$ cat src/rtl/tsq_pkg.sv
package tsq_pkg;

    localparam int THREAD_SLOTS_DEF = 64;
    localparam int AMOUNT_BITS_DEF  = 16;

    localparam int CMD_W      = 3;
    localparam int AMT_IN_W   = 16;
    localparam int PID_OUT_W  = 6;
    localparam int WOKE_OUT_W = 7;
    localparam int REARM_W    = 8;
    localparam logic [REARM_W-1:0] REARM_RESET = 8'd8;

    typedef enum logic [CMD_W-1:0] {
        CMD_CREATE     = 3'd0,
        CMD_EXIT       = 3'd1,
        CMD_YIELD      = 3'd2,
        CMD_BLOCK_READ = 3'd3,
        CMD_SLEEP      = 3'd4,
        CMD_WAKE       = 3'd5,
        CMD_TICK       = 3'd6,
        CMD_REAP       = 3'd7
    } cmd_t;

    typedef enum logic [2:0] {
        ST_FREE      = 3'd0,
        ST_READY     = 3'd1,
        ST_RUNNING   = 3'd2,
        ST_PENDING   = 3'd3,
        ST_WAIT_READ = 3'd4,
        ST_SLEEPING  = 3'd5,
        ST_DEAD      = 3'd6
    } slot_st_t;

    typedef enum logic [1:0] {
        PB_NONE  = 2'd0,
        PB_READ  = 2'd1,
        PB_SLEEP = 2'd2
    } pblock_t;

    typedef struct packed {
        logic [CMD_W-1:0]    cmd;
        logic [AMT_IN_W-1:0] amount;
    } tsq_in_t;

    typedef struct packed {
        logic [PID_OUT_W-1:0]  current_pid;
        logic                  switched;
        logic [PID_OUT_W-1:0]  new_pid;
        logic                  create_ok;
        logic [AMT_IN_W-1:0]   read_head_size;
        logic                  read_queue_empty;
        logic [REARM_W-1:0]    rearm_ticks;
        logic [WOKE_OUT_W-1:0] woke_count;
    } tsq_out_t;

    typedef enum logic [3:0] {
        CS_IDLE,
        CS_DISPATCH,
        CS_BLK_RD,
        CS_BLK_CHK,
        CS_EXIT,
        CS_SW_POP_RD,
        CS_SW_POP,
        CS_SW_CUR_RD,
        CS_SW_CUR,
        CS_WAKE_RD,
        CS_WAKE,
        CS_SCAN_INIT,
        CS_SCAN,
        CS_HEAD_RD,
        CS_HEAD_AMT,
        CS_LOAD_OUT
    } ctrl_state_t;

    typedef enum logic [3:0] {
        OP_NONE,
        OP_ACCEPT,
        OP_BLK_CHK,
        OP_EXIT,
        OP_SW_POP,
        OP_SW_CUR,
        OP_WAKE,
        OP_SCAN_INIT,
        OP_SCAN,
        OP_HEAD_AMT,
        OP_LOAD_OUT
    } dp_op_t;

    typedef struct packed {
        cmd_t cmd;
        logic run_empty;
        logic read_empty;
        logic scan_done;
        logic create_found;
        logic out_free;
    } dp_status_t;

endpackage

$ cat src/rtl/tsq_if.sv
interface tsq_in_if import tsq_pkg::*; ();
    logic    valid;
    logic    ready;
    tsq_in_t payload;
    modport source (output valid, output payload, input ready);
    modport sink (input valid, input payload, output ready);
endinterface

interface tsq_out_if import tsq_pkg::*; ();
    logic     valid;
    logic     ready;
    tsq_out_t payload;
    modport source (output valid, output payload, input ready);
    modport sink (input valid, input payload, output ready);
endinterface

interface tsq_cfg_if import tsq_pkg::*; ();
    logic               valid;
    logic               ready;
    logic [REARM_W-1:0] data;
    modport source (output valid, output data, input ready);
    modport sink (input valid, input data, output ready);
endinterface

$ cat src/rtl/tsq_ctrl.sv
module tsq_ctrl import tsq_pkg::*; (
    input  logic       clk,
    input  logic       rst_n,
    input  logic       in_valid,
    output logic       in_ready,
    input  dp_status_t status,
    output dp_op_t     op
);

    ctrl_state_t state_reg;
    ctrl_state_t state_next;

    always_ff @(posedge clk or negedge rst_n)
    begin
        if (!rst_n)
        begin
            state_reg <= CS_IDLE;
        end
        else
        begin
            state_reg <= state_next;
        end
    end

    always_comb
    begin
        state_next = state_reg;
        case (state_reg)
            CS_IDLE:
            begin
                if (in_valid)
                begin
                    state_next = CS_DISPATCH;
                end
            end
            CS_DISPATCH:
            begin
                case (status.cmd)
                    CMD_CREATE, CMD_TICK, CMD_REAP: state_next = CS_SCAN_INIT;
                    CMD_EXIT:                       state_next = CS_EXIT;
                    CMD_YIELD:                      state_next = CS_SW_POP_RD;
                    CMD_BLOCK_READ, CMD_SLEEP:      state_next = CS_BLK_RD;
                    CMD_WAKE:                       state_next = CS_WAKE_RD;
                    default:                        state_next = CS_HEAD_RD;
                endcase
            end
            CS_BLK_RD:    state_next = CS_BLK_CHK;
            CS_BLK_CHK:   state_next = CS_SW_POP_RD;
            CS_EXIT:      state_next = CS_SW_POP_RD;
            CS_SW_POP_RD: state_next = status.run_empty ? CS_HEAD_RD : CS_SW_POP;
            CS_SW_POP:    state_next = CS_SW_CUR_RD;
            CS_SW_CUR_RD: state_next = CS_SW_CUR;
            CS_SW_CUR:    state_next = CS_HEAD_RD;
            CS_WAKE_RD:   state_next = status.read_empty ? CS_HEAD_RD : CS_WAKE;
            CS_WAKE:      state_next = CS_HEAD_RD;
            CS_SCAN_INIT: state_next = CS_SCAN;
            CS_SCAN:
            begin
                if (status.scan_done || status.create_found)
                begin
                    state_next = CS_HEAD_RD;
                end
            end
            CS_HEAD_RD:   state_next = CS_HEAD_AMT;
            CS_HEAD_AMT:  state_next = CS_LOAD_OUT;
            CS_LOAD_OUT:
            begin
                if (status.out_free)
                begin
                    state_next = CS_IDLE;
                end
            end
            default:      state_next = CS_IDLE;
        endcase
    end

    always_comb
    begin
        in_ready = 1'b0;
        op       = OP_NONE;
        case (state_reg)
            CS_IDLE:
            begin
                in_ready = 1'b1;
                op       = in_valid ? OP_ACCEPT : OP_NONE;
            end
            CS_BLK_CHK:   op = OP_BLK_CHK;
            CS_EXIT:      op = OP_EXIT;
            CS_SW_POP:    op = OP_SW_POP;
            CS_SW_CUR:    op = OP_SW_CUR;
            CS_WAKE:      op = OP_WAKE;
            CS_SCAN_INIT: op = OP_SCAN_INIT;
            CS_SCAN:      op = OP_SCAN;
            CS_HEAD_AMT:  op = OP_HEAD_AMT;
            // While the result register is still held, keep reading the head amount.
            CS_LOAD_OUT:  op = status.out_free ? OP_LOAD_OUT : OP_HEAD_AMT;
            default:      op = OP_NONE;
        endcase
    end

endmodule

$ cat src/rtl/tsq_dp.sv
module tsq_dp import tsq_pkg::*; #(
    parameter int THREAD_SLOTS = THREAD_SLOTS_DEF,
    parameter int AMOUNT_BITS  = AMOUNT_BITS_DEF
) (
    input  logic               clk,
    input  logic               rst_n,
    input  dp_op_t             op,
    input  tsq_in_t            in_item,
    input  logic               cfg_we,
    input  logic [REARM_W-1:0] cfg_data,
    output dp_status_t         status,
    output tsq_out_t           out_item,
    output logic               out_valid,
    input  logic               out_ready
);

    localparam int PW = $clog2(THREAD_SLOTS);
    localparam int CW = $clog2(THREAD_SLOTS + 1);
    localparam int AW = AMOUNT_BITS;
    localparam logic [CW:0]   N_EXT    = (CW + 1)'(THREAD_SLOTS);
    localparam logic [CW-1:0] N_CNT    = CW'(THREAD_SLOTS);
    localparam logic [PW-1:0] LAST_IDX = PW'(THREAD_SLOTS - 1);

    // Memories
    logic [2:0]    st_mem  [THREAD_SLOTS];
    logic [AW-1:0] amt_mem [THREAD_SLOTS];
    logic [PW-1:0] run_mem [THREAD_SLOTS];
    logic [PW-1:0] rdf_mem [THREAD_SLOTS];
    logic [THREAD_SLOTS-1:0] st_vld_reg;

    // Registered read data
    logic [2:0]    st_rd_reg;
    logic          st_rd_vld_reg;
    logic          st_rd_zero_reg;
    logic [AW-1:0] amt_rd_reg;
    logic [PW-1:0] run_rd_reg;
    logic [PW-1:0] rdf_rd_reg;

    // Control and working registers
    cmd_t               cmd_reg,        cmd_next;
    logic [AW-1:0]      amt_reg,        amt_next;
    logic [PW-1:0]      running_reg,    running_next;
    pblock_t            pb_reg,         pb_next;
    logic [PW-1:0]      run_head_reg,   run_head_next;
    logic [CW-1:0]      run_count_reg,  run_count_next;
    logic [PW-1:0]      rdf_head_reg,   rdf_head_next;
    logic [CW-1:0]      rdf_count_reg,  rdf_count_next;
    logic [PW-1:0]      nxt_reg,        nxt_next;
    logic [CW-1:0]      scan_idx_reg,   scan_idx_next;
    logic [PW-1:0]      chk_idx_reg,    chk_idx_next;
    logic               chk_vld_reg,    chk_vld_next;
    logic               switched_reg,   switched_next;
    logic [PW-1:0]      new_pid_reg,    new_pid_next;
    logic               create_ok_reg,  create_ok_next;
    logic               rearm_reg,      rearm_next;
    logic [CW-1:0]      woke_reg,       woke_next;
    logic [REARM_W-1:0] period_reg,     period_next;
    tsq_out_t           out_reg,        out_next;
    logic               out_valid_reg,  out_valid_next;

    // Memory port controls
    logic          st_we;
    logic [PW-1:0] st_waddr;
    slot_st_t      st_wdata;
    logic [PW-1:0] st_raddr;
    logic          amt_we;
    logic [PW-1:0] amt_waddr;
    logic [AW-1:0] amt_wdata;
    logic [PW-1:0] amt_raddr;
    logic          run_push;
    logic [PW-1:0] run_push_val;
    logic          run_pop;
    logic          rdf_push;
    logic          rdf_pop;
    logic [CW:0]   run_sum;
    logic [CW:0]   rdf_sum;
    logic [PW-1:0] run_tail;
    logic [PW-1:0] rdf_tail;
    logic [AW-1:0] amt_dec;
    slot_st_t      st_rdata;

    assign st_rdata = st_rd_vld_reg ? slot_st_t'(st_rd_reg)
                                    : (st_rd_zero_reg ? ST_RUNNING : ST_FREE);
    assign amt_dec  = (amt_rd_reg != '0) ? amt_rd_reg - 1'b1 : amt_rd_reg;

    always_comb
    begin
        run_sum  = (CW + 1)'(run_head_reg) + (CW + 1)'(run_count_reg);
        rdf_sum  = (CW + 1)'(rdf_head_reg) + (CW + 1)'(rdf_count_reg);
        run_tail = (run_sum >= N_EXT) ? PW'(run_sum - N_EXT) : PW'(run_sum);
        rdf_tail = (rdf_sum >= N_EXT) ? PW'(rdf_sum - N_EXT) : PW'(rdf_sum);
    end

    always_comb
    begin
        cmd_next       = cmd_reg;
        amt_next       = amt_reg;
        running_next   = running_reg;
        pb_next        = pb_reg;
        nxt_next       = nxt_reg;
        scan_idx_next  = scan_idx_reg;
        chk_idx_next   = chk_idx_reg;
        chk_vld_next   = chk_vld_reg;
        switched_next  = switched_reg;
        new_pid_next   = new_pid_reg;
        create_ok_next = create_ok_reg;
        rearm_next     = rearm_reg;
        woke_next      = woke_reg;
        period_next    = cfg_we ? cfg_data : period_reg;
        out_next       = out_reg;
        out_valid_next = out_valid_reg && !out_ready;

        st_we        = 1'b0;
        st_waddr     = running_reg;
        st_wdata     = ST_FREE;
        st_raddr     = running_reg;
        amt_we       = 1'b0;
        amt_waddr    = running_reg;
        amt_wdata    = amt_reg;
        amt_raddr    = PW'(scan_idx_reg);
        run_push     = 1'b0;
        run_push_val = running_reg;
        run_pop      = 1'b0;
        rdf_push     = 1'b0;
        rdf_pop      = 1'b0;

        case (op)
            OP_ACCEPT:
            begin
                cmd_next       = cmd_t'(in_item.cmd);
                amt_next       = AW'(in_item.amount);
                switched_next  = 1'b0;
                new_pid_next   = '0;
                create_ok_next = 1'b0;
                rearm_next     = 1'b0;
                woke_next      = '0;
            end
            OP_BLK_CHK:
            begin
                if ((amt_reg != '0) && (st_rdata == ST_RUNNING))
                begin
                    st_we    = 1'b1;
                    st_wdata = ST_PENDING;
                    amt_we   = 1'b1;
                    pb_next  = (cmd_reg == CMD_BLOCK_READ) ? PB_READ : PB_SLEEP;
                end
            end
            OP_EXIT:
            begin
                st_we    = 1'b1;
                st_wdata = ST_DEAD;
                pb_next  = PB_NONE;
            end
            OP_SW_POP:
            begin
                nxt_next = run_rd_reg;
                run_pop  = 1'b1;
                st_we    = 1'b1;
                st_waddr = run_rd_reg;
                st_wdata = ST_RUNNING;
            end
            OP_SW_CUR:
            begin
                case (st_rdata)
                    ST_PENDING:
                    begin
                        st_we = 1'b1;
                        if (pb_reg == PB_READ)
                        begin
                            st_wdata = ST_WAIT_READ;
                            rdf_push = 1'b1;
                        end
                        else
                        begin
                            st_wdata   = ST_SLEEPING;
                            rearm_next = 1'b1;
                        end
                    end
                    ST_RUNNING:
                    begin
                        st_we    = 1'b1;
                        st_wdata = ST_READY;
                        run_push = 1'b1;
                    end
                    default:
                    begin
                        st_we = 1'b0;
                    end
                endcase
                pb_next       = PB_NONE;
                running_next  = nxt_reg;
                switched_next = 1'b1;
            end
            OP_WAKE:
            begin
                rdf_pop      = 1'b1;
                st_we        = 1'b1;
                st_waddr     = rdf_rd_reg;
                st_wdata     = ST_READY;
                run_push     = 1'b1;
                run_push_val = rdf_rd_reg;
                woke_next    = CW'(1);
            end
            OP_SCAN_INIT:
            begin
                scan_idx_next = (cmd_reg == CMD_CREATE) ? CW'(1) : '0;
                chk_vld_next  = 1'b0;
            end
            OP_SCAN:
            begin
                st_raddr = PW'(scan_idx_reg);
                if (scan_idx_reg != N_CNT)
                begin
                    chk_idx_next  = PW'(scan_idx_reg);
                    chk_vld_next  = 1'b1;
                    scan_idx_next = scan_idx_reg + 1'b1;
                end
                else
                begin
                    chk_vld_next = 1'b0;
                end
                if (chk_vld_reg)
                begin
                    st_waddr     = chk_idx_reg;
                    amt_waddr    = chk_idx_reg;
                    run_push_val = chk_idx_reg;
                    case (cmd_reg)
                        CMD_CREATE:
                        begin
                            if (!create_ok_reg && (st_rdata == ST_FREE))
                            begin
                                st_we          = 1'b1;
                                st_wdata       = ST_READY;
                                run_push       = 1'b1;
                                new_pid_next   = chk_idx_reg;
                                create_ok_next = 1'b1;
                            end
                        end
                        CMD_TICK:
                        begin
                            if (st_rdata == ST_SLEEPING)
                            begin
                                amt_we    = 1'b1;
                                amt_wdata = amt_dec;
                                if (amt_dec == '0)
                                begin
                                    st_we     = 1'b1;
                                    st_wdata  = ST_READY;
                                    run_push  = 1'b1;
                                    woke_next = woke_reg + 1'b1;
                                end
                                else
                                begin
                                    rearm_next = 1'b1;
                                end
                            end
                        end
                        CMD_REAP:
                        begin
                            if (st_rdata == ST_DEAD)
                            begin
                                st_we    = 1'b1;
                                st_wdata = ST_FREE;
                            end
                        end
                        default:
                        begin
                            st_we = 1'b0;
                        end
                    endcase
                end
            end
            OP_HEAD_AMT:
            begin
                amt_raddr = rdf_rd_reg;
            end
            OP_LOAD_OUT:
            begin
                out_next.current_pid      = PID_OUT_W'(running_reg);
                out_next.switched         = switched_reg;
                out_next.new_pid          = PID_OUT_W'(new_pid_reg);
                out_next.create_ok        = create_ok_reg;
                out_next.read_head_size   = (rdf_count_reg != '0) ? AMT_IN_W'(amt_rd_reg) : '0;
                out_next.read_queue_empty = (rdf_count_reg == '0);
                out_next.rearm_ticks      = rearm_reg ? period_reg : '0;
                out_next.woke_count       = WOKE_OUT_W'(woke_reg);
                out_valid_next            = 1'b1;
            end
            default:
            begin
                st_we = 1'b0;
            end
        endcase

        run_push = run_push && (run_count_reg != N_CNT);
        rdf_push = rdf_push && (rdf_count_reg != N_CNT);

        run_head_next  = run_head_reg;
        run_count_next = run_count_reg;
        if (run_pop)
        begin
            run_head_next  = (run_head_reg == LAST_IDX) ? '0 : run_head_reg + 1'b1;
            run_count_next = run_count_next - 1'b1;
        end
        if (run_push)
        begin
            run_count_next = run_count_next + 1'b1;
        end

        rdf_head_next  = rdf_head_reg;
        rdf_count_next = rdf_count_reg;
        if (rdf_pop)
        begin
            rdf_head_next  = (rdf_head_reg == LAST_IDX) ? '0 : rdf_head_reg + 1'b1;
            rdf_count_next = rdf_count_next - 1'b1;
        end
        if (rdf_push)
        begin
            rdf_count_next = rdf_count_next + 1'b1;
        end
    end

    // Memories and their registered read ports
    always_ff @(posedge clk)
    begin
        if (st_we)
        begin
            st_mem[st_waddr] <= st_wdata;
        end
        st_rd_reg      <= st_mem[st_raddr];
        st_rd_vld_reg  <= st_vld_reg[st_raddr];
        st_rd_zero_reg <= (st_raddr == '0);
    end

    always_ff @(posedge clk)
    begin
        if (amt_we)
        begin
            amt_mem[amt_waddr] <= amt_wdata;
        end
        amt_rd_reg <= amt_mem[amt_raddr];
    end

    always_ff @(posedge clk)
    begin
        if (run_push)
        begin
            run_mem[run_tail] <= run_push_val;
        end
        run_rd_reg <= run_mem[run_head_reg];
    end

    always_ff @(posedge clk)
    begin
        if (rdf_push)
        begin
            rdf_mem[rdf_tail] <= running_reg;
        end
        rdf_rd_reg <= rdf_mem[rdf_head_reg];
    end

    always_ff @(posedge clk or negedge rst_n)
    begin
        if (!rst_n)
        begin
            st_vld_reg <= '0;
        end
        else if (st_we)
        begin
            st_vld_reg[st_waddr] <= 1'b1;
        end
    end

    always_ff @(posedge clk or negedge rst_n)
    begin
        if (!rst_n)
        begin
            cmd_reg       <= CMD_CREATE;
            running_reg   <= '0;
            pb_reg        <= PB_NONE;
            run_head_reg  <= '0;
            run_count_reg <= '0;
            rdf_head_reg  <= '0;
            rdf_count_reg <= '0;
            scan_idx_reg  <= '0;
            chk_vld_reg   <= 1'b0;
            create_ok_reg <= 1'b0;
            period_reg    <= REARM_RESET;
            out_valid_reg <= 1'b0;
        end
        else
        begin
            cmd_reg       <= cmd_next;
            running_reg   <= running_next;
            pb_reg        <= pb_next;
            run_head_reg  <= run_head_next;
            run_count_reg <= run_count_next;
            rdf_head_reg  <= rdf_head_next;
            rdf_count_reg <= rdf_count_next;
            scan_idx_reg  <= scan_idx_next;
            chk_vld_reg   <= chk_vld_next;
            create_ok_reg <= create_ok_next;
            period_reg    <= period_next;
            out_valid_reg <= out_valid_next;
        end
    end

    always_ff @(posedge clk)
    begin
        amt_reg      <= amt_next;
        nxt_reg      <= nxt_next;
        chk_idx_reg  <= chk_idx_next;
        switched_reg <= switched_next;
        new_pid_reg  <= new_pid_next;
        rearm_reg    <= rearm_next;
        woke_reg     <= woke_next;
        out_reg      <= out_next;
    end

    assign status.cmd          = cmd_reg;
    assign status.run_empty    = (run_count_reg == '0);
    assign status.read_empty   = (rdf_count_reg == '0);
    assign status.scan_done    = (scan_idx_reg == N_CNT) && !chk_vld_reg;
    assign status.create_found = create_ok_reg;
    assign status.out_free     = !out_valid_reg || out_ready;
    assign out_item            = out_reg;
    assign out_valid           = out_valid_reg;

    a_run_count_bound: assert property (@(posedge clk) disable iff (!rst_n)
        run_count_reg <= N_CNT)
        else $error("run queue count beyond slot count");

    a_rdf_count_bound: assert property (@(posedge clk) disable iff (!rst_n)
        rdf_count_reg <= N_CNT)
        else $error("read queue count beyond slot count");

    a_pop_nonempty: assert property (@(posedge clk) disable iff (!rst_n)
        op == OP_SW_POP |-> run_count_reg != '0)
        else $error("switch popped an empty run queue");

    a_wake_nonempty: assert property (@(posedge clk) disable iff (!rst_n)
        op == OP_WAKE |-> rdf_count_reg != '0)
        else $error("wake popped an empty read queue");

    a_no_pop_push: assert property (@(posedge clk) disable iff (!rst_n)
        op == OP_SW_POP |=> op != OP_SW_POP)
        else $error("two pops in one switch");

endmodule

$ cat src/rtl/thread_scheduler_wait_queues.sv
// Yield, exit, block read and sleep take longer when a switch happens than without
// one, and wake takes longer when the read queue holds a thread; create, timer tick
// and reap walk the slot table one slot per cycle.
// One command is in work at a time; the next item is taken the cycle after the result
// is loaded, and a result still held stalls that load.
// Reset (rst_n, asynchronous): all slots free but slot 0, which runs; both queues empty.
module thread_scheduler_wait_queues import tsq_pkg::*; #(
    parameter int THREAD_SLOTS = THREAD_SLOTS_DEF,
    parameter int AMOUNT_BITS  = AMOUNT_BITS_DEF
) (
    input  logic        clk,
    input  logic        rst_n,
    tsq_in_if.sink      in_ch,
    tsq_out_if.source   out_ch,
    tsq_cfg_if.sink     cfg
);

    // The controller sequences each command as a series of single memory
    // operations on the datapath; the datapath reports queue occupancy,
    // scan progress and whether the result register can take a new item.
    dp_op_t     op;
    dp_status_t status;
    logic       in_ready;

    // The re-arm period register can be written in any cycle.
    assign cfg.ready   = 1'b1;
    assign in_ch.ready = in_ready;

    tsq_ctrl u_ctrl (
        .clk      (clk),
        .rst_n    (rst_n),
        .in_valid (in_ch.valid),
        .in_ready (in_ready),
        .status   (status),
        .op       (op)
    );

    // The slot status, slot amount and both FIFOs live in single-write
    // memories with registered reads; slot status entries that were never
    // written read as their reset value through a valid bit per slot.
    tsq_dp #(
        .THREAD_SLOTS (THREAD_SLOTS),
        .AMOUNT_BITS  (AMOUNT_BITS)
    ) u_dp (
        .clk       (clk),
        .rst_n     (rst_n),
        .op        (op),
        .in_item   (in_ch.payload),
        .cfg_we    (cfg.valid),
        .cfg_data  (cfg.data),
        .status    (status),
        .out_item  (out_ch.payload),
        .out_valid (out_ch.valid),
        .out_ready (out_ch.ready)
    );

endmodule
$ cat src/flat_wrapper.sv
// flat-port wrapper written by rule: the top's interface ports become plain ports
module thread_scheduler_wait_queues_flat import tsq_pkg::*;
#(
    parameter int THREAD_SLOTS = THREAD_SLOTS_DEF,
    parameter int AMOUNT_BITS  = AMOUNT_BITS_DEF
)
  (clk, rst_n, in_ch_valid, in_ch_payload, in_ch_ready, out_ch_valid, out_ch_payload, out_ch_ready, cfg_valid, cfg_data, cfg_ready);
  tsq_in_if in_ch_i ();
  tsq_out_if out_ch_i ();
  tsq_cfg_if cfg_i ();
  input  logic clk;
  input  logic rst_n;
  input wire logic [$bits(in_ch_i.valid)-1:0] in_ch_valid;
  input wire logic [$bits(in_ch_i.payload)-1:0] in_ch_payload;
  output wire logic [$bits(in_ch_i.ready)-1:0] in_ch_ready;
  output wire logic [$bits(out_ch_i.valid)-1:0] out_ch_valid;
  output wire logic [$bits(out_ch_i.payload)-1:0] out_ch_payload;
  input wire logic [$bits(out_ch_i.ready)-1:0] out_ch_ready;
  input wire logic [$bits(cfg_i.valid)-1:0] cfg_valid;
  input wire logic [$bits(cfg_i.data)-1:0] cfg_data;
  output wire logic [$bits(cfg_i.ready)-1:0] cfg_ready;
  assign in_ch_i.valid = in_ch_valid;
  assign in_ch_i.payload = in_ch_payload;
  assign in_ch_ready = in_ch_i.ready;
  assign out_ch_valid = out_ch_i.valid;
  assign out_ch_payload = out_ch_i.payload;
  assign out_ch_i.ready = out_ch_ready;
  assign cfg_i.valid = cfg_valid;
  assign cfg_i.data = cfg_data;
  assign cfg_ready = cfg_i.ready;
  thread_scheduler_wait_queues #(.THREAD_SLOTS(THREAD_SLOTS), .AMOUNT_BITS(AMOUNT_BITS)) u_core (.clk(clk), .rst_n(rst_n), .in_ch(in_ch_i), .out_ch(out_ch_i), .cfg(cfg_i));
endmodule
$ cat config.mk
export PLATFORM = sky130hd
export DESIGN_NAME = thread_scheduler_wait_queues_flat
export DESIGN_NICKNAME = d
export VERILOG_FILES = /design/src/rtl/tsq_pkg.sv /design/src/rtl/tsq_if.sv /design/src/rtl/tsq_ctrl.sv /design/src/rtl/tsq_dp.sv /design/src/rtl/thread_scheduler_wait_queues.sv /design/src/flat_wrapper.sv
export SDC_FILE = /design/constraint.sdc
export NUM_CORES = 2
export LEC_CHECK = 0
export BUFFER_PORTS_ARGS = -buffer_cell sky130_fd_sc_hd__buf_2
export CAP_MARGIN = 40
export CORE_UTILIZATION = 23
export CTS_BUF_LIST = sky130_fd_sc_hd__clkbuf_4
export DETAILED_ROUTE_END_ITERATION = 12
export HOLD_SLACK_MARGIN = 0.06
export PLACE_DENSITY = 0.37
export SYNTH_ARGS = -nofsm -noshare
export SYNTH_HDL_FRONTEND = slang
export SYNTH_HIERARCHICAL = 1
export SYNTH_SLANG_ARGS = --single-unit
$ cat constraint.sdc
create_clock -name clk -period 7.95 [get_ports clk]
set_clock_uncertainty 0.1 [all_clocks]
set_input_delay 2.385 -clock clk [delete_from_list [all_inputs] [get_ports clk]]
set_output_delay 2.385 -clock clk [all_outputs]
set_load 0.02 [all_outputs]
Yosys cells after proc, flatten, opt, wreduce, memory -nomap -nowiden
Memories as Yosys holds them, arrays and structs flattened. A register that Yosys moved wholly into a read port is not among the register bits.
Cells that the tools add are included.
Word-level totals
  bits in registers: 214
  RAM bits: 1984
  ROM bits: 32
  input bits: 32
  memories: 5
Cells by class
  add/sub/neg operators: 13
  $lt $le $gt $ge: 5
  eq/ne operators: 53
  mux-type cells: 104
  bitwise logic cells: 1
  reduce and logical (&&, ||, !) cells: 41
Memories
  u_core.u_dp.amt_mem: words 64, width 16, rd ports 1, clocked after Yosys merged registers in 1, wr ports 1, line tsq_dp.sv:26  | logic [AW-1:0] amt_mem [THREAD_SLOTS];
  u_core.u_dp.rdf_mem: words 64, width 6, rd ports 1, clocked after Yosys merged registers in 1, wr ports 1, line tsq_dp.sv:28  | logic [PW-1:0] rdf_mem [THREAD_SLOTS];
  u_core.u_dp.run_mem: words 64, width 6, rd ports 1, clocked after Yosys merged registers in 1, wr ports 1, line tsq_dp.sv:27  | logic [PW-1:0] run_mem [THREAD_SLOTS];
  u_core.u_dp.st_mem: words 64, width 3, rd ports 1, clocked after Yosys merged registers in 1, wr ports 1, line tsq_dp.sv:25  | logic [2:0] st_mem [THREAD_SLOTS];
  (name not given): words 8, width 4, rd ports 1, clocked after Yosys merged registers in 0, wr ports 0, line tsq_ctrl.sv:38  | case (status.cmd)
Operators with widths (number)
  two-way mux 16 bit: 5
  two-way mux 6 bit: 11
  bitwise OR 64 bit: 1
  two-way mux 7 bit: 9
  case mux 4 bit (14 select lines): 1
  two-way mux 1 bit: 46
  == test 4 bit (second input constant): 11
  case mux 4 bit (10 select lines): 1
  == test 4 x 3 -> 1 bit (second input constant): 8
  nonzero test 16 bit: 2
  adder 7 x 1 -> 7 bit (second input constant): 4
  inequality test 2 bit (second input constant): 13
  case mux 6 bit (2 select lines): 2
  inequality test 7 bit (second input constant): 3
  case mux 7 bit (3 select lines): 1
  case mux 3 bit (6 select lines): 1
  case mux 6 bit (3 select lines): 1
  adder 6 x 7 -> 8 bit: 2
  == test 4 x 2 -> 1 bit (second input constant): 4
  >= comparator 8 x 7 -> 1 bit (second input constant): 2
  logical NOT 16 bit: 1
  two-way mux 4 bit: 4
  subtractor 16 x 1 -> 16 bit (second input constant): 1
  logical NOT 7 bit: 2
  38 further kinds: 81

Logic depth before layout (Yosys ltp)
  depth in word-level cells: 11
  mapped depth: 18

Hierarchy
Netlist, hierarchy kept.
Modules (own cells, without submodules)
  tsq_dp: instances 1, cells an instance 5898, area an instance 89204.3 um^2
  tsq_ctrl: instances 1, cells an instance 69, area an instance 485.5 um^2
  thread_scheduler_wait_queues: instances 1, cells an instance 2, area an instance 11.3 um^2

Worst setup path before layout
No wires, ideal clock.
  path kind: input -> register
  from: input port out_ch_ready
  to: memory u_core/u_dp/amt_mem[0][6] (netlist name) (data pin)
  library setup time: 0.720 ns
  data arrival time: 6.794 ns
  data required time: 7.130 ns
  path slack: 0.336 ns
  stages: 9
  buffers on the path: 1
  cells stage by stage: nand2b_1 nand2_1 a21boi_0 o21ai_0 o31ai_1 nor3_1 nand3_1 clkbuf_1 o31ai_1
On the way
  longest elaborated chain between the ends: 5
Ends and longest elaborated chain
  from (decl): line flat_wrapper.sv:18  | input wire logic [$bits(out_ch_i.ready)-1:0] out_ch_ready;
  logical OR 1 bit: line tsq_dp.sv:425  | assign status.out_free = !out_valid_reg || out_ready;
  two-way mux 2 bit: line tsq_ctrl.sv:96  | CS_LOAD_OUT: op = status.out_free ? OP_LOAD_OUT : OP_HEAD_AMT;
  case mux 4 bit (10 select lines): line tsq_ctrl.sv:81  | case (state_reg)
  net u_core.op[1]: line thread_scheduler_wait_queues.sv:21  | dp_op_t op;
  == test 4 bit: line tsq_dp.sv:127  | case (op)
  two-way mux 16 bit: line tsq_dp.sv:127
  net u_core.u_dp.amt_wdata[6]: line tsq_dp.sv:68  | logic [AW-1:0] amt_wdata;
  to (decl): line tsq_dp.sv:26
The timed path passes the listed nets, and every way through them passes these cells.

==> impl_metrics.ini <==
[status]
status = complete, no violations

[sta]
fin_crit_sh_pct = 77.7
max_slew_margin_pct = 32.4
hold_violations = 0
setup_viol = 0
timing.setup.tns_ps = 0
tightest_slew_ps = 989
post-route-min-period_ps = 6180
holdWs_ps = 325
rsz0062_at_grt = false
finalMaxSlewViolations = 0
timing.fmax_mhz = 162

[global_route]
antenna_found_initial = 15
overflow = 0
grt_pass1_wl_um = 411000
grt_usage_pct = 14.3
grt_max_degree = 122
grt_pass1_vias = 55700

[die]
ios = 81
start_util_pct = 23.2
dieHeight_um = 627
core_area_mm2 = 0.387
die-area_mm2 = 0.393
die_width_um = 627
rows = 228

[synth]
synth_edf_count = 2073
yosys_warnings = 6
synthArstFlopShare_pct = 5.52
ys_ff_latch = 2229
syn_area_per_cell_um2 = 15.0
ys_seq_area_share_pct = 73.6
syn_area_mm2 = 0.0897
synth.distinct_cells = 80
syn_inst = 5969
synth_ff_type = edfxtp_1
synth_fp_nets = 6028

[cells_and_area]
largest_register_ffs = 1024
fillerInstances = 39700
final_common_cell = edfxtp_1
nets = 6699
largestRegisters = u_core/u_dp/amt_mem x1024, u_core/u_dp/rdf_mem x384, u_core/u_dp/run_mem x384
mostFrequentLayoutCells = 2073 x edfxtp_1, 1215 x nand2_1, 944 x clkbuf_4, 365 x nor2_1, 319 x nand3_1
final_layout_size_suffix_gt1_share_pct = 25.7
regArea_mm2 = 0.0660
regMostFlops = u_core/u_dp/amt_mem
multi_input_area_mm2 = 0.0227
areaGrowthSynthToFinish_pct = 19.6

[drt]
firstDrtPassIters = 6
top_layer_used = met5
drt-met1-wl_um = 129000
wl_um = 287000
ant_nets = 0
drc = 0
viasPerCell = 4.44
wl_met2_um = 138000
wl_met3_um = 12700
drt_iter0_drc = 4031
vias = 54700
avgRoutedWirePerCell_um = 23.3

[clock_network]
path_clk_slew_ps = 60
clk_latency_ps = 1550
clockBufferDepth = 4
cts_tree = yes
cts_hold_buf = 0
cts_resized = 0
htreeDepth = 6
numCtsBuffers = 630
cts_setup_buffers = 0
cts.sinks = 2229
clockRootBuffer = clkbuf_4

[worst_hold_path]
hold_end = u_core/u_dp/nxt_reg[1]$_DFFE_PP_
whs_path_depth = 0
hp-start = u_core/u_dp/run_rd_reg[1]$_DFF_P_
hold_class = register to register

[run]
max-cap-violations = 0

[setup_path]
r2r-end = u_core/u_dp/st_rd_reg[2]$_DFF_P_
ff2ff_path_depth = 14
cp-start-kind = input port
reg2reg_from = u_core/u_dp/out_valid$_DFF_PN0_
worstPathRequired_ps = 9240
crit_type = input port to register
r2r_slack_ps = 2500
crit_fanout = 20
crit_path_end_kind = register
crit_arrival_ps = 7460

[placed_design]
io_buffers = 79
dp_hpwl_um = 177000
gp_congestion = 0.775

[pwr]
ir_worst_vdd_mv = 0.122
leakage_uw = 0.0365
powerDensity_mw_per_mm2 = 219
==> through the flow <==
stage	cells	area, µm²	utilization [%]	power [µW]	setup WS, ps
CTS	12300	107000	27.7	24000	2010
global route	12300	107000	27.7	24500	1870
floorplan	5969	89700	-	12900	336
finish	12300	107000	27.7	23500	1770
detailed placement	11200	99100	25.6	12900	339
global placement	11100	98200	25.4	12900	86.2
==> cell usage after synthesis (35+ instances only) <==
| library cell | n | area, µm² |
|---|---|---|
| edfxtp_1 | 2073 | 62200 |
| nand2_1 | 1220 | 4580 |
| nor2_1 | 408 | 1530 |
| nand3_1 | 320 | 1600 |
| clkbuf_1 | 285 | 1070 |
| mux4_2 | 270 | 6080 |
| a311oi_1 | 154 | 1350 |
| and3_1 | 143 | 895 |
| o21ai_0 | 125 | 626 |
| dfrtp_1 | 122 | 3050 |
| o21bai_1 | 67 | 503 |
| a21oi_1 | 64 | 320 |
| mux2i_1 | 62 | 621 |
| buf_1 | 56 | 210 |
| a31oi_1 | 55 | 344 |
| a32oi_1 | 41 | 359 |
| xnor2_1 | 36 | 315 |
| nor3_1 | 35 | 175 |
==> worst max-delay path, stage by stage <==
cell and delay (ps):
buf_2 180, nand2b_1 230, nand2_1 130, a21boi_0 100, o21ai_0 270, o31ai_2 170, buf_4 220, or4b_2 950
mux2i_4 710, buf_4 400, nand2_1 110, a32oi_1 320, a31oi_1 150, a2111oi_0 880, a311o_1 210
==> routing by layer <==
| layer | GRT usage (%) | vias to the layer above |
|---|---|---|
| met5 | 0 | - |
| met4 | 4.14 | 2 |
| met3 | 2.36 | 442 |
| met2 | 23.7 | 1439 |
| met1 | 19.3 | 28300 |
| li1 | - | 24500 |
==> area by class of cell <==
type | count | share of cell area (%)
flip-flops and latches | 2229 | 61.5
diodes | 14 | 0.0326
repair buffers | 408 | 3.48
well taps | 5175 | 6.03
clock buffers | 944 | 6.60
multi-input cells | 3347 | 21.2
inverters | 24 | 0.0840
clock inverters | 170 | 1.05
==> where the power goes <==
part | total [µW] | switching, µW | internal, µW
clock | 10800 | 5030 | 5790
sequential | 12600 | 1.82 | 12600
combinational | 41.7 | 29.1 | 12.6
==> cells by family after synthesis <==
group / after synthesis / synth area share [%]
mux: 360 / 7.82
other cells: 1 / 0.00418
buf+inv: 393 / 1.70
simple gates: 2272 / 10.9
compound gates: 631 / 5.05
fa+ha+maj: 27 / 0.393
flops: 2229 / 73.6
xor+xnor: 56 / 0.547
==> worst max path at each step <==
| stage | startpoint | end | slack (ps) | cells after the start |
|---|---|---|---|---|
| final | out_ch_ready | u_core/u_dp/st_rd_reg[2]$_DFF_P_ | 1770 | 15 |
| after global routing | out_ch_ready | u_core/u_dp/st_rd_reg[2]$_DFF_P_ | 1870 | 15 |
| after CTS | u_core/u_ctrl/state_reg[3]$_DFFE_PN0P_ | in_ch_ready | 2010 | 5 |
| after detailed placement | out_ch_ready | u_core/u_dp/st_rd_reg[0]$_DFF_P_ | 340 | 15 |
| after global placement | out_ch_ready | u_core/u_dp/st_rd_reg[0]$_DFF_P_ | 90 | 14 |
| after floorplan | out_ch_ready | u_core/u_dp/amt_mem[0][6]$_DFFE_PP_ | 340 | 9 |
(Power assumes the default switching activity.)
